File: config.mk
export PLATFORM = sky130hd
export DESIGN_NAME = tlg_row_cell
export DESIGN_NICKNAME = d
export VERILOG_FILES = /design/src/sv/tlg_pkg.sv /design/src/sv/tlg_row_cell.sv
export SDC_FILE = /design/constraint.sdc
export NUM_CORES = 1
export LEC_CHECK = 0
export BUFFER_PORTS_ARGS = -buffer_cell sky130_fd_sc_hd__buf_4
export CAP_MARGIN = 20
export CORE_MARGIN = 8
export CORE_UTILIZATION = 49
export DETAILED_ROUTE_END_ITERATION = 7
export MAX_ROUTING_LAYER = met4
export PLACE_DENSITY = 0.8
export RECOVER_POWER = 25
export SYNTH_ARGS = -nofsm -noshare
export SYNTH_HDL_FRONTEND = slang
export SYNTH_SLANG_ARGS = --single-unit
File: constraint.sdc
create_clock -name clk -period 1 [get_ports clk]
set_input_delay 0.2 -clock clk [delete_from_list [all_inputs] [get_ports clk]]
set_output_delay 0.2 -clock clk [all_outputs]
set_load 0.05 [all_outputs]
File: src/sv/tlg_pkg.sv
// Shared types and constants for the toroidal Life generation engine.
// No dependencies; imported by every module of the block.
`default_nettype none

package tlg_pkg;

	// Fixed field widths of the command and result beats
	localparam int OP_W    = 2;
	localparam int ROW_W   = 5;
	localparam int COL_W   = 6;
	localparam int CNT_W   = 3;
	localparam int PHASE_W = 3;

	// Operation codes
	localparam logic [OP_W-1:0] OP_WRITE   = 2'd0;
	localparam logic [OP_W-1:0] OP_ADVANCE = 2'd1;
	localparam logic [OP_W-1:0] OP_READ    = 2'd2;

	// Consecutive equal snapshot checks that freeze the grid
	localparam logic [CNT_W-1:0] STABLE_LIMIT = 3'd4;

	// Controller states
	typedef enum logic [1:0] {
		ST_IDLE,
		ST_SWEEP,
		ST_FINISH
	} tlg_state_t;

	// Control broadcast to every row cell
	typedef struct packed {
		logic             shift;  // rotate the ring by one row
		logic             copy;   // snapshot row takes grid row
		logic             wr;     // single-cell write (qualified per row by sel)
		logic             wval;   // value written
		logic [COL_W-1:0] col;    // column written
	} tlg_cell_ctrl_t;

endpackage

`default_nettype wire

File: src/sv/tlg_row_cell.sv
// One row cell of the grid ring: holds a grid row and its snapshot row.
// Depends on tlg_pkg for the control struct.
`default_nettype none

module tlg_row_cell #(
	parameter int COLS = 64
) (
	input  wire                     clk,
	input  wire                     arst_n,
	input  tlg_pkg::tlg_cell_ctrl_t ctrl,
	input  wire                     sel,
	input  wire  [COLS-1:0]         grid_in,
	input  wire  [COLS-1:0]         snap_in,
	output logic [COLS-1:0]         grid_q,
	output logic [COLS-1:0]         snap_q
);
	import tlg_pkg::*;

	localparam logic [COLS-1:0] ONE_COL = COLS'(1);

	logic [COLS-1:0] wmask;

	// column beyond the grid gives an empty mask
	assign wmask = ONE_COL << ctrl.col;

	// ring shift, snapshot copy or single-cell write
	always_ff @(posedge clk or negedge arst_n) begin
		if (!arst_n) begin
			grid_q <= '0;
			snap_q <= '0;
		end else if (ctrl.shift) begin
			grid_q <= grid_in;
			snap_q <= snap_in;
		end else if (ctrl.copy) begin
			snap_q <= grid_q;
		end else if (ctrl.wr && sel) begin
			grid_q <= ctrl.wval ? (grid_q | wmask) : (grid_q & ~wmask);
		end
	end

endmodule

`default_nettype wire

==> results of run 1 <==
[through the flow]
step,cells,worst slack [ns],setup TNS [ns]
after floorplan,684,-0.6121,-20.00
after global placement,1125,-0.6102,-51.03
after detailed placement,1125,-0.8058,-57.32
after CTS,1322,-0.2390,-26.49
[cells by family after synthesis]
logic type / count (synthesis) / share of synthesized area
muxes: 64 / 0.09599
DFF: 128 / 0.4799
buffers and inverters: 88 / 0.05381
and+or+nand+nor: 232 / 0.1757
AOI/OAI and AO/OA: 172 / 0.1946
[timing repair]
action,in CTS
setup buffers,108
setup endpoints to repair,215
pin swaps,38
endpoints found under the hold margin,176
hold buffers,49
gates cloned,10
gates resized for setup,259
==> results.md, run 1 <==
* Worst EP kind: top-level output
* Crit. endpoint post-GRT repair: grid_q[26]
* Area leader, netlist: dfrtp_1
* Net Count, Synth at 825
* I/O Buffers at 268
* GP Congestion at 0.8927
* Yosys top cell area share at 0.4799
* Main synth FF type: dfrtp_1
* Yosys cell types at 48
* Status: aborted with a tool error
* # IOs at 269
* Last step reached: 5_1_grt
* H-tree depth at 4
* Area contributors post-synth: dfrtp_1 48%, mux2i_1 9.6%, nand2_1 7.0%
* Flops & latches, synth at 128
* Count leader, synth: dfrtp_1
* Register area share after synthesis at 0.4799
* Starting Density at 0.5020
* Cts bufs inserted at 17
* Post-placement cell area at 9510 um^2
* Synth Area per Inst at 9.757 um^2
* Synthesized cell area at 6674 um^2
* Dpl hpwl at 19220 um
* Error: [ERROR DPL-0038] Utilization greater than 100%, impossible to legalize
* Chip height at 132.7 um
* Clock Sinks at 128
* Cells after synthesis at 684
* Rows at 42
* Post-synth EDFFs at 0
* Worst-case clock buffer depth at 2
* List of most frequent post-synthesis cells: 128 x dfrtp_1, 125 x nand2_1, 64 x mux2i_1, 64 x o21ai_0, 58 x clkbuf_1
* Clk root buf: clkbuf_16
* Largest net degree at the start of global routing at 85
* Async SR Flop Fraction at 1.000
* YS warnings at 0
* Die Wd at 132.7 um
==> run 2: changes to the inputs <==
--- a/config.mk
+++ b/config.mk
@@ -8,10 +8,9 @@
 export BUFFER_PORTS_ARGS = -buffer_cell sky130_fd_sc_hd__buf_4
 export CAP_MARGIN = 20
 export CORE_MARGIN = 8
-export CORE_UTILIZATION = 49
+export CORE_UTILIZATION = 35
 export DETAILED_ROUTE_END_ITERATION = 7
-export MAX_ROUTING_LAYER = met4
-export PLACE_DENSITY = 0.8
+export PLACE_DENSITY_LB_ADDON = 0.15
 export RECOVER_POWER = 25
 export SYNTH_ARGS = -nofsm -noshare
 export SYNTH_HDL_FRONTEND = slang
==> run 2 against run 1 <==
  * The flow now finishes, with violations (setup timing)
  * Area after synthesis unchanged
  * Synthesized cell count unchanged
==> results.md, run 2 <==
* Status: finished with violations
* Failing checks: setup timing
* Share of layout cells above drive strength 1 at 0.5211
* DRC at 0
* Fin area at 13650 um^2
* Flops & latches, synth at 128 (unchanged)
* Post-synth EDFFs at 0 (unchanged)
* Power Dens Cells at 1409 nW/um^2
* DRT antenna net count at 0
* CP Class: register to output pin
* Drt pass-1 iters at 5
* Die Wd at 154.1 um (+16%)
* GP Congestion at 0.8088 (-9.4%)
* Startpoint class of the critical path: register
* Fillers at 1275
* Worst-case clock buffer depth at 2 (unchanged)
* Final Hold Vio Count at 0
* Max Cap Viol at 0
* Die area at 23740 um^2
* Combinational share of power at 0.347
* I/O Buffers at 268 (unchanged)
* CP cell instances: buf_6
* DP Worst Slack at -0.7273 ns (+0.07854 ns)
* Post-placement cell area at 9738 um^2 (+2.4%)
* Worst skew pair latency at 0.43 ns
* RSZ-0062 raised after global routing: yes
* Setup Skew at 0.005716 ns
* DRT iter0 DRCs at 516
* Worst slew pin tran at 0.8358 ns
* Seq pwr share at 0.320
* Area contributors post-synth: dfrtp_1 48%, mux2i_1 9.6%, nand2_1 7.0%
* CTS tree: done
* Max incr delay on CP at 0.45 ns
* Leak at 0.006348 uW
* Core box area at 18710 um^2
* Register area share after synthesis at 0.4799 (unchanged)
* Clk root buf: clkbuf_16
* Clock Sinks at 128 (unchanged)
* Vias at 7940
* Flip-flop and latch area at 3217 um^2
* Starting Density at 0.3568 (-0.1452)
* Synth Area per Inst at 9.757 um^2 (unchanged)
* WP data arrival at 1.07 ns
* Largest net degree at the start of global routing at 66
* Required time of the critical path at 0.80 ns
* WP buf/inv at 1
* Worst-path maximum fanout at 2
* Critical-path top delay cell: dfrtp_1
* First-pass GRT wire length at 47100 um
* Rows at 50 (+19%)
* Ant diodes at 0
* P_sw at 6414 uW
* Final Cycle Share at 1.266
* Fmax achieved at 789.6 MHz
* Internal power component at 12820 uW
* GRT overflow at 0
* Setup TNS at -37.10 ns
* Clk pwr share at 0.332
* YS warnings at 0 (unchanged)
* Chip height at 154.1 um (+16%)
* Gr usage total at 0.2561
* Nets@finish at 1340
* Cells after synthesis at 684 (unchanged)
* Area leader, netlist: dfrtp_1
* Multi-input combinational cell area at 3836 um^2
* H-tree depth at 4 (unchanged)
* Worst-path clk slew at 0.06 ns
* Synthesized cell area at 6674 um^2 (unchanged)
* Most common cell after layout, fill and taps aside: buf_4
* Slew HR at 0.4428
* Fin. max-slew vios at 0
* Worst Hold Class: primary input to register
* Cts bufs inserted at 17 (unchanged)
* Worst setup EP type: output pin
* Avg WL per Cell at 22.49 um
* Main synth FF type: dfrtp_1
* DR vias/cell at 5.495
* Switching share of power at 0.3335
* Setup-failing EPs final at 298
* Yosys cell types at 48 (unchanged)
* Area growth, synth to finish at 104.6%
* Routed Wire Length at 32490 um
* Async SR Flop Fraction at 1.000 (unchanged)
* Crit-path leading delay family: flip-flops
* # IOs at 269 (unchanged)
* Vias in the first global route at 8002
* Tmin final at 1.266 ns
* PnR worst setup slack at -0.2665 ns
* Initial antenna violation count at 1
* Peak supply drop at 1294 uV
* Count leader, synth: dfrtp_1
* Most frequent cells in the layout: 263 x buf_4, 180 x buf_6, 123 x nand2_1
* List of most frequent post-synthesis cells: 128 x dfrtp_1, 125 x nand2_1, 64 x mux2i_1, 64 x o21ai_0, 58 x clkbuf_1
* Dpl hpwl at 19290 um (+0.35%)
* Net Count, Synth at 825 (unchanged)
* Yosys top cell area share at 0.4799 (unchanged)
run 2: cell counts after synthesis:
Identical to the previous run, type by type.
run 2: worst paths after layout:
kind	from	endpoint	slack [ns]	depth (start not counted)
min in group asynchronous	arst_n	snap_q[13]	0.40	2
setup / recovery	register	grid_q[20]	-0.27	1
max in group asynchronous	arst_n	snap_q[30]	-0.14	3
hold reg to reg	snap_q[49]	snap_q[49]	0.58	2
hold / removal	snap_in[58]	snap_q[58]	0.01	3
setup reg to reg	register	register	-0.13	4
run 2: cell families after synthesis:
kind of cell / count (synthesis) / share of synthesized area
AND/OR/NAND/NOR: 232 / 0.1757
multiplexers: 64 / 0.09599
flip-flops: 128 / 0.4799
buffers and inverters: 88 / 0.05381
AO/OA/AOI/OAI: 172 / 0.1946
run 2: layout make-up:
class,count,share of cell area
Inverter,9,0.002475
Tap cell,234,0.02145
Clock inverter,6,0.007699
Sequential cell,128,0.2356
Clock buffer,25,0.03556
Timing Repair Buffer,574,0.4162
Multi-Input combinational cell,469,0.2810
run 2: per-stage QoR:
step | hold WS (ns) | utilization | power, uW | cells
finish | 0.01457 | 0.7298 | 19230 | 1445
detailed placement | 0.02423 | 0.5206 | 11050 | 1202
global placement | 0.02343 | 0.5206 | 11020 | 1202
global route | 0.01042 | 0.7298 | 19900 | 1445
CTS | 0.002740 | 0.6936 | 18880 | 1412
floorplan | -0.09559 | - | 9049 | 684
run 2: routing by layer:
layer	vias up	GRT usage	share of wire	wire length, um
met5	-	0	0.00031	10
met4	2	0.08446	0.030	969
met3	66	0.07539	0.081	2647
met2	363	0.4235	0.49	15990
met1	3917	0.3140	0.40	12880
li1	3592	-	-	-
run 2: power by group through the flow:
stage	registers, uW	logic, uW	clock network (uW)
CTS	6140	6260	6490
finish	6160	6680	6390
global placement	6170	4850	0
global route	6200	6990	6720
floorplan	7800	1250	0
detailed placement	6170	4870	0
run 2: repair_timing:
item,in CTS,in global routing
pin swaps,39,49
hold buffers,88,1
setup buffers,87,43
setup endpoints to repair,187,212
endpoints found under the hold margin,215,1
cloned,7,4
gates resized for setup,247,105
Power figures use the tool's default switching activity.
