File: config.mk
export PLATFORM = sky130hd
export DESIGN_NAME = tlg_next_row
export DESIGN_NICKNAME = d
export VERILOG_FILES = /design/src/sv/tlg_pkg.sv /design/src/sv/tlg_next_row.sv
export SDC_FILE = /design/constraint.sdc
export NUM_CORES = 1
export LEC_CHECK = 0
export BUFFER_PORTS_ARGS = -buffer_cell sky130_fd_sc_hd__buf_2
export CORE_UTILIZATION = 50
export DETAILED_ROUTE_END_ITERATION = 16
export GPL_TIMING_DRIVEN = 0
export PLACE_DENSITY_LB_ADDON = 0.2
export SLEW_MARGIN = 20
export SYNTH_ARGS = -nofsm -noshare
export SYNTH_HDL_FRONTEND = slang
export SYNTH_SLANG_ARGS = --single-unit
File: constraint.sdc
create_clock -name vclk -period 3.2
set_input_delay 0.16 -clock vclk [all_inputs]
set_output_delay 0.16 -clock vclk [all_outputs]
set_load 0.02 [all_outputs]
File: src/sv/tlg_pkg.sv
// Shared types and constants for the toroidal Life generation engine.
// No dependencies; imported by every module of the block.
`default_nettype none

package tlg_pkg;

	// Fixed field widths of the command and result beats
	localparam int OP_W    = 2;
	localparam int ROW_W   = 5;
	localparam int COL_W   = 6;
	localparam int CNT_W   = 3;
	localparam int PHASE_W = 3;

	// Operation codes
	localparam logic [OP_W-1:0] OP_WRITE   = 2'd0;
	localparam logic [OP_W-1:0] OP_ADVANCE = 2'd1;
	localparam logic [OP_W-1:0] OP_READ    = 2'd2;

	// Consecutive equal snapshot checks that freeze the grid
	localparam logic [CNT_W-1:0] STABLE_LIMIT = 3'd4;

	// Controller states
	typedef enum logic [1:0] {
		ST_IDLE,
		ST_SWEEP,
		ST_FINISH
	} tlg_state_t;

	// Control broadcast to every row cell
	typedef struct packed {
		logic             shift;  // rotate the ring by one row
		logic             copy;   // snapshot row takes grid row
		logic             wr;     // single-cell write (qualified per row by sel)
		logic             wval;   // value written
		logic [COL_W-1:0] col;    // column written
	} tlg_cell_ctrl_t;

endpackage

`default_nettype wire

File: src/sv/tlg_next_row.sv
// B3/S23 evaluator for one row, given the rows above and below, columns wrap.
// Depends on tlg_pkg only by convention; purely combinational.
`default_nettype none

module tlg_next_row #(
	parameter int COLS = 64
) (
	input  wire  [COLS-1:0] up,
	input  wire  [COLS-1:0] mid,
	input  wire  [COLS-1:0] dn,
	output logic [COLS-1:0] nxt
);
	import tlg_pkg::*;

	localparam logic [3:0] BIRTH   = 4'd3;
	localparam logic [3:0] SURVIVE = 4'd2;

	// one column evaluator per bit, neighbors taken with wrap-around
	for (genvar c = 0; c < COLS; c++) begin : g_col
		localparam int CL = (c + COLS - 1) % COLS;
		localparam int CR = (c + 1) % COLS;
		logic [3:0] n;
		assign n = 4'(up[CL]) + 4'(up[c]) + 4'(up[CR])
			+ 4'(mid[CL]) + 4'(mid[CR])
			+ 4'(dn[CL]) + 4'(dn[c]) + 4'(dn[CR]);
		assign nxt[c] = (n == BIRTH) || (mid[c] && (n == SURVIVE));
	end

endmodule

`default_nettype wire

==> impl_results.md, run 1 <==
- RSZ-0062 raised after global routing: yes
- Top Ports: 256
- Reg area: 0 sq um
- Most common cell after layout, fill and taps aside: inv_1
- Total routed wirelength: 20.8 mm
- Fmax: 318 MHz
- Power per Cell Area: 357 nW/um^2
- Distinct cells, synth: 8
- Place WS: -59.9 ps
- CP arrival: 2990 ps
- Critical path class: in2out
- Tcrit/Tclk final: 0.983
- Die Area: 22400 sq um
- Post-DP HPWL: 19.9 mm
- Max-slew violations: 0
- Final setup violating endpoints: 0
- Post-Syn Nets: 1855
- Nets: 2118
- Slew Limit Headroom: 0.800
- CP required: 3040 ps
- Pin count of the biggest net entering global routing: 4
- Layout cells sized above 1: 0.299
- Routed vias: 8253
- Final hold violation count: 0
- Clock Buffer Count: 0
- Post-synthesis cell count: 1215
- Ys Warns: 0
- Core area: 21200 sq um
- Register area share after synthesis: 0
- Clock power frac: 0
- Net switching power: 2.59 mW
- Crit start category: primary input
- P&R area growth vs syn: 20.8%
- First-pass GRT wire length: 36.0 mm
- Netlist Area Pre-Place: 10900 sq um
- Logic pwr share: 1.000
- Gr usage total: 0.193
- Worst Tran Pin Value: 297 ps
- Antenna violations before repair: 2
- Internal: 2.11 mW
- Multi-input combinational cell area: 9500 sq um
- Vias in the first global route: 8495
- First-pass DRT Iterations: 4
- Seq cells: 0
- Final setup margin: 52.9 ps
- Initial core utilization: 0.515
- Synthesized area per cell: 8.96 sq um
- Residual DRC: 0
- Critical-path maximum fanout: 2
- DR vias/cell: 4.71
- Hold buffers post-CTS: 0
- Floorplan row count: 53
- Chip width: 150 um
- Routed wire length per instance: 11.8 um
- Max_cap viols: 0
- DR iter-0 viols: 96
- Most frequent cells in the layout: inv_1 (365), fa_1 (216), buf_2 (186)
- RD Place Congestion: 0.863
- Reg power frac: 0
- Status: complete, no violations
- Switch share: 0.551
- Hold slack: 706 ps
- Max IR drop VDD: 211 uV
- Fill cells: 1881
- Hold Path Class: in2out
- Grt total ovfl: 0
- Critical path capture point type: output port
- Final ANT Viol Nets: 0
- Leak: 7.24 nW
- Die height: 150 um
- Tmin final: 3150 ps
- Port buffer count: 256
## power by group through the flow
stage | Clock, mW | Combinational, mW | Sequential (mW)
3_3_place_gp | 0 | 4.06 | 0
3_5_place_dp | 0 | 4.21 | 0
6_report | 0.0000000837 | 4.69 | 0
4_1_cts | 0 | 4.28 | 0
5_1_grt | 0.0000000836 | 5.48 | 0
2_1_floorplan | 0 | 3.07 | 0
## synthesized netlist by cell type
cell type,instances,share of area
a21oi_1,128,0.059
or2_1,49,0.028
ha_1,192,0.22
fa_1,256,0.47
inv_1,447,0.15
o21ai_0,64,0.029
nand3_1,64,0.029
or2_0,15,0.0086
## routing by layer
metal  vias to the layer above  track usage  part of all wire
li1                       4193            -                 -
met1                      3881        0.252              0.43
met2                       161        0.349              0.50
met3                        18       0.0238             0.052
met4                         0       0.0219             0.012
met5                         -            0                 0
## final timing paths
path / from / endpoint / slack [ps] / cells after the start
worst max-delay path: mid[44] / nxt[45] / 50 / 11
worst min-delay path: mid[22] / nxt[22] / 710 / 4
## critical path, stage by stage
cell and delay [ps]:
buf_2 110, inv_1 110, fa_1 440, fa_1 460
fa_1 500, inv_1 40, ha_1 210, fa_1 410
or2_1 260, a21oi_2 140, buf_4 150
## cell families (layout without fill, tap and decap cells)
group           count (synthesis)  after routing  synth area share
fa+ha+maj                     448            448             0.691
buf+inv                       447            708             0.154
compound gates                192            192            0.0883
simple gates                  128            128            0.0662
other cells                     0              2                 0
## metrics by stage
step / utilization / power, mW / TNS [ps] / cell area (sq um) / std cells
after floorplan: - / 3.07 / 0 / 10900 / 1215
after global placement: 0.591 / 4.06 / -2.36 / 12500 / 1746
after detailed placement: 0.591 / 4.21 / -133 / 12500 / 1746
after CTS: 0.593 / 4.28 / 0 / 12500 / 1746
after global routing: 0.622 / 5.48 / -413 / 13100 / 1753
final: 0.622 / 4.69 / 0 / 13100 / 1753
## repair_timing
item,in CTS,in global routing
setup endpoints to repair,7,60
pin swaps,1,96
hold endpoints to repair,0,0
gates resized for setup,12,292
buffers inserted,0,5
gates cloned,0,0
## final cells by class
class	count	share of cell area
multi-input combinational	768	0.723
inverter	447	0.130
timing repair buffer	261	0.121
tap	275	0.0262
antenna	2	0.000381
Power figures use the tool's default switching activity.
==> run 2, diff against run 1 <==
ABC_AREA = 1   (was not set)
==> run 2 against run 1 <==
Final cell count grew 15%. First-iteration DRC count grew to 2.7 times the previous value. Routed wire length grew 4.6%. Flip-flop and latch count is the same. Global-route usage shrank 0.22 points. Die area grew 6.5%. Via count grew 9.2%. Non-clock buffer count shrank 3. Sequential share of layout area is the same. Combinational power grew 6.0%. Critical path type unchanged. Largest power group unchanged.
==> impl_results.md, run 2 <==
- Floorplan row count: 55
- Tcrit/Tclk final: 0.977
- Max-slew violations: 0
- DR vias/cell: 4.47
- Max IR drop VDD: 199 uV
- Reg power frac: 0
- Tmin final: 3130 ps
- Core area: 22700 sq um
- Placed cell area: 13200 sq um
- Seq cells: 0
- Synthesized area per cell: 7.89 sq um
- Post-route cell area: 13500 sq um
- Chip width: 154 um
- Switch share: 0.570
- Post-synthesis cell count: 1471
- Most frequent cell on the critical path: fa_1
- Total Neg Setup Slack: 0 ps
- Final hold violation count: 0
- Top Ports: 256
- Slew Limit Headroom: 0.842
- Antenna violations before repair: 2
- P&R area growth vs syn: 16.7%
- Final ANT Viol Nets: 0
- Critical path capture point type: output port
- Routed wire length per instance: 10.8 um
- Internal: 2.14 mW
- RSZ-0062 raised after global routing: yes
- Power per Cell Area: 367 nW/um^2
- Register area share after synthesis: 0
- Total routed wirelength: 21.7 mm
- Hold Path Class: in2out
- Mux cell area share after synthesis: 0
- Worst setup path end: nxt[34]
- Compound-Gate Fraction of Synth Area: 0.0276
- Port buffer count: 256
- Distinct cells, synth: 6
- Crit start category: primary input
- Net switching power: 2.84 mW
- Netlist Area Pre-Place: 11600 sq um
- Vias in the first global route: 9087
- Residual DRC: 0
- Slowest cell delay on critical path: 560 ps
- Grt total ovfl: 0
- Post-DP HPWL: 21.1 mm
- Hold buffers post-CTS: 0
- Slowest CP cell: fa_1
- Status: complete, no violations
- Die Area: 23800 sq um
- Ys Warns: 0
- Reg area: 0 sq um
- Commonest cells post-synth: inv_1 (639), fa_1 (256), ha_1 (192), nand2_1 (192), nand3_1 (128)
- Post-synthesis simple-gate area fraction: 0.117
- Synth top area cells: fa_1 (44%), ha_1 (21%), inv_1 (21%)
- Final setup violating endpoints: 0
- Largest family of logic cells by synthesized area: adder cells
- First-pass GRT wire length: 38.6 mm
- Cell Chain, Critical Path: buf_4, inv_4, fa_1, fa_1, fa_1, inv_1, ha_2, fa_2, nand3_2, a21oi_2, buf_6
- CP arrival: 2970 ps
- Initial core utilization: 0.511
- Pin count of the biggest net entering global routing: 4
- Most frequent cells in the layout: inv_1 (600), fa_1 (251), buf_2 (219)
- RD Place Congestion: 0.839
- DR iter-0 viols: 261
- Top-area cell type share of the netlist area: 0.442
- Post-Syn Nets: 2111
- Gr usage total: 0.190
- CP required: 3040 ps
- Leak: 8.28 nW
- Clock power frac: 0
- Critical-path maximum fanout: 2
- Routed vias: 9016
- Layout cells sized above 1: 0.193
- First-pass DRT Iterations: 4
- Area leader, netlist: fa_1
- Nets: 2371
- Critical Path Start: up[34]
- Most common cell after layout, fill and taps aside: inv_1
- Most common cell in the synthesized netlist: inv_1
- Post-Synth XOR/XNOR Area: 0
- Adder-cell area share of the yosys netlist: 0.648
- Logic pwr share: 1.000
- Die height: 154 um
- Critical path class: in2out
- Clock Buffer Count: 0
- Worst Tran Pin Value: 236 ps
- Max_cap viols: 0
- Fmax: 320 MHz
[run 2: cell types whose count changed in the layout (fill, tap and decap cells not counted), moves of 24 or more]
cell     delta
buf_2      +33
inv_1     +235
nand3_1    +61
buf_4      -24
o21ai_0    -43
a21oi_1    -60
fa_2       -35
or2_1      -53
nand2_1   +192
fa_1       +35
inv_2      -36
[run 2: cell type report]
cell class,instances,area (sq um)
Fill cell,2089,9170
Timing Repair Buffer,258,1430
Multi-Input combinational cell,832,9340
Inverter,639,2410
Tap cell,285,357
Antenna cell,1,2.50
[run 2: how the worst min path moves through the flow]
stage,start,end,depth (start not counted)
6_report,mid[25],nxt[25],6
3_5_place_dp,mid[44],nxt[44],6
4_1_cts,mid[44],nxt[44],6
3_3_place_gp,mid[58],nxt[58],6
5_1_grt,mid[31],nxt[31],6
2_1_floorplan,mid[0],nxt[0],4
[run 2: routing by layer]
layer  vias up  routed length (um)  GRT usage  part of all wire
met5         -                   0          0                 0
met2       154               10900      0.353              0.50
met4         0                 117    0.00802            0.0054
met1      4171                9630      0.250              0.44
li1       4685                   -          -                 -
met3         6                1120     0.0227             0.051
[run 2: cell families (layout without fill, tap and decap cells)]
kind of cell             after synthesis  count (layout)
AO/OA/AOI/OAI                         64              64
adder cells (fa/ha/maj)              448             448
buffers and inverters                639             897
other                                  0               1
AND/OR/NAND/NOR                      320             320
[run 2: power groups by stage]
stage	clock (mW)	combinational, mW	sequential, mW
5_1_grt	0	5.80	0
2_1_floorplan	0	3.51	0
3_5_place_dp	0	4.74	0
3_3_place_gp	0	4.54	0
6_report	0.0000000418	4.97	0
4_1_cts	0	4.77	0
[run 2: timing repair]
item,in CTS,in global routing
gates resized for setup,0,128
endpoints found under the setup margin,0,37
endpoints found under the hold margin,0,0
setup buffers,0,2
[run 2: worst max-delay path, delay by kind of cell]
| family | cells | cell delay (ps) |
|---|---|---|
| AO/OA/AOI/OAI | 1 | 130 |
| buffers and inverters | 4 | 320 |
| AND/OR/NAND/NOR | 1 | 80 |
| adder cells (fa/ha/maj) | 5 | 2280 |
[run 2: per-stage QoR]
stage / std cells / hold slack (ps) / util / total power, mW / setup WS [ps]
final: 2015 / 803 / 0.596 / 4.97 / 72.6
after floorplan: 1471 / 602 / - / 3.51 / 227
after detailed placement: 2012 / 845 / 0.583 / 4.74 / 8.02
after global routing: 2014 / 836 / 0.596 / 5.80 / -26.2
after CTS: 2012 / 844 / 0.583 / 4.77 / 8.48
after global placement: 2012 / 845 / 0.583 / 4.54 / 33.6
==> run 3, diff against run 2 <==
clock period = 4.04 ns   (was 3.2 ns; I/O delays follow)
==> run 3 against run 2 <==
Critical path depth unchanged. Final area is 2.2% lower. Core utilization down 1.3 points. Worst hold slack improved by 110 ps. Non-clock buffer count fell by 2. Clock-buffer cell count unchanged. Die area did not move. Sequential share of layout area is the same. Routed wire length is 1.5% lower. Global-route usage unchanged. Final cell count barely moved. Critical endpoint is now nxt[0].
==> impl_results.md, run 3 (synthesis results as in run 2) <==
- Final ANT Viol Nets: 0
- Worst path depth: 11
- Pin count of the biggest net entering global routing: 4
- Postcts setup bufs: 0
- CP required: 3840 ps
- Seq cells: 0
- Residual DRC: 0
- Critical path class: in2out
- Critical-path maximum fanout: 3
- Core area: 22700 sq um
- Hold buffers post-CTS: 0
- RSZ-0062 raised after global routing: no
- P&R area growth vs syn: 14.1%
- Nets: 2369
- Tcrit/Tclk final: 0.807
- Most frequent cells in the layout: inv_1 (639), fa_1 (256), buf_2 (256)
- Cell Chain, Critical Path: buf_2, inv_1, fa_1, fa_1, fa_1, inv_1, ha_1, fa_1, nand3_1, a21oi_1, buf_2
- Total Neg Setup Slack: 0 ps
- Vias in the first global route: 9087
- Worst Tran Pin Value: 239 ps
- Slowest cell delay on critical path: 490 ps
- Leak: 8.30 nW
- Routed vias: 8970
- DR vias/cell: 4.46
- Non-filler cells, final: 2013
- Antenna violations before repair: 2
- Most frequent cell on the critical path: fa_1
- Top Ports: 256
- Fmax: 307 MHz
- First-pass DRT Iterations: 4
- Total routed wirelength: 21.4 mm
- Clock Buffer Count: 0
- Gates resized, CTS repair: 0
- Most common cell after layout, fill and taps aside: inv_1
- Crit start category: primary input
- Hold path cells: 6
- Max IR drop VDD: 157 uV
- Port buffer count: 256
- Layout cells sized above 1: 0.148
- Max-slew violations: 0
- Fill cells: 2124
- Grt total ovfl: 0
- Max_cap viols: 0
- Die Area: 23800 sq um
- Chip width: 154 um
- First-pass GRT wire length: 38.6 mm
- Tmin final: 3260 ps
- Final setup violating endpoints: 0
- Critical path's top delay family: adder cells
- Reg area: 0 sq um
- RD Place Congestion: 0.839
- Gr usage total: 0.190
- Floorplan row count: 55
- Critical Path Start: up[1]
- Routed wire length per instance: 10.6 um
- Core Util, Final: 0.583
- Slew Limit Headroom: 0.841
- Critical path capture point type: output port
- CP arrival: 3060 ps
- Placed instance count: 2012
- DR iter-0 viols: 272
- Hold Path Class: in2out
- Final hold violation count: 0
- Status: complete, no violations
- Post-DP HPWL: 21.1 mm
- Initial core utilization: 0.511
- Die height: 154 um
- Hold slack: 917 ps
- Worst path bufs/invs: 4
- Worst setup path end: nxt[0]
- Slowest CP cell: fa_1
- Power per Cell Area: 280 nW/um^2
==> run 3: cell count changes in the layout (fill, tap and decap cells not counted), sizes merged <==
cell and change:
buf -2
==> run 3: worst min-delay path: cells and delay by family <==
kind / cells / cell delay, ps
simple gates: 2 / 120
compound gates: 1 / 30
buf+inv: 3 / 360
==> run 3: worst min-delay path by stage <==
| stage | slack, ps | endpoint | startpoint |
|---|---|---|---|
| final | 920 | nxt[44] | mid[44] |
| after global routing | 970 | nxt[44] | mid[44] |
| after CTS | 930 | nxt[44] | mid[44] |
| after detailed placement | 930 | nxt[44] | mid[44] |
| after global placement | 930 | nxt[58] | mid[58] |
| after floorplan | 690 | nxt[0] | mid[0] |
==> run 3: routing by layer <==
metal	part of all wire	vias to the layer above	routed length, um	track usage
met5	0	-	0	0
met4	0.0055	0	117	0.00802
met3	0.051	6	1100	0.0227
met2	0.50	158	10600	0.353
met1	0.45	4126	9590	0.250
li1	-	4680	-	-
==> run 3: area by class of cell <==
cell class	count	area, sq um	area share
timing repair buffer	256	1280	0.0967
inverter	639	2400	0.181
multi-input combinational	832	9210	0.695
tap	285	357	0.0269
antenna	1	2.50	0.000189
==> run 3: where the power goes <==
part / internal, mW / switching, mW / leakage (nW)
Combinational: 1.54 / 2.17 / 8.30
Sequential: 0 / 0 / 0
Clock: 0.0000000331 / 0 / 0.00000634
Total: 1.54 / 2.17 / 8.30
==> run 3: through the flow <==
step	setup slack, ps	area (sq um)	total power, mW
floorplan	983	11600	2.78
global placement	790	13200	3.59
detailed placement	764	13200	3.76
CTS	764	13200	3.78
global route	665	13200	4.36
finish	781	13200	3.71
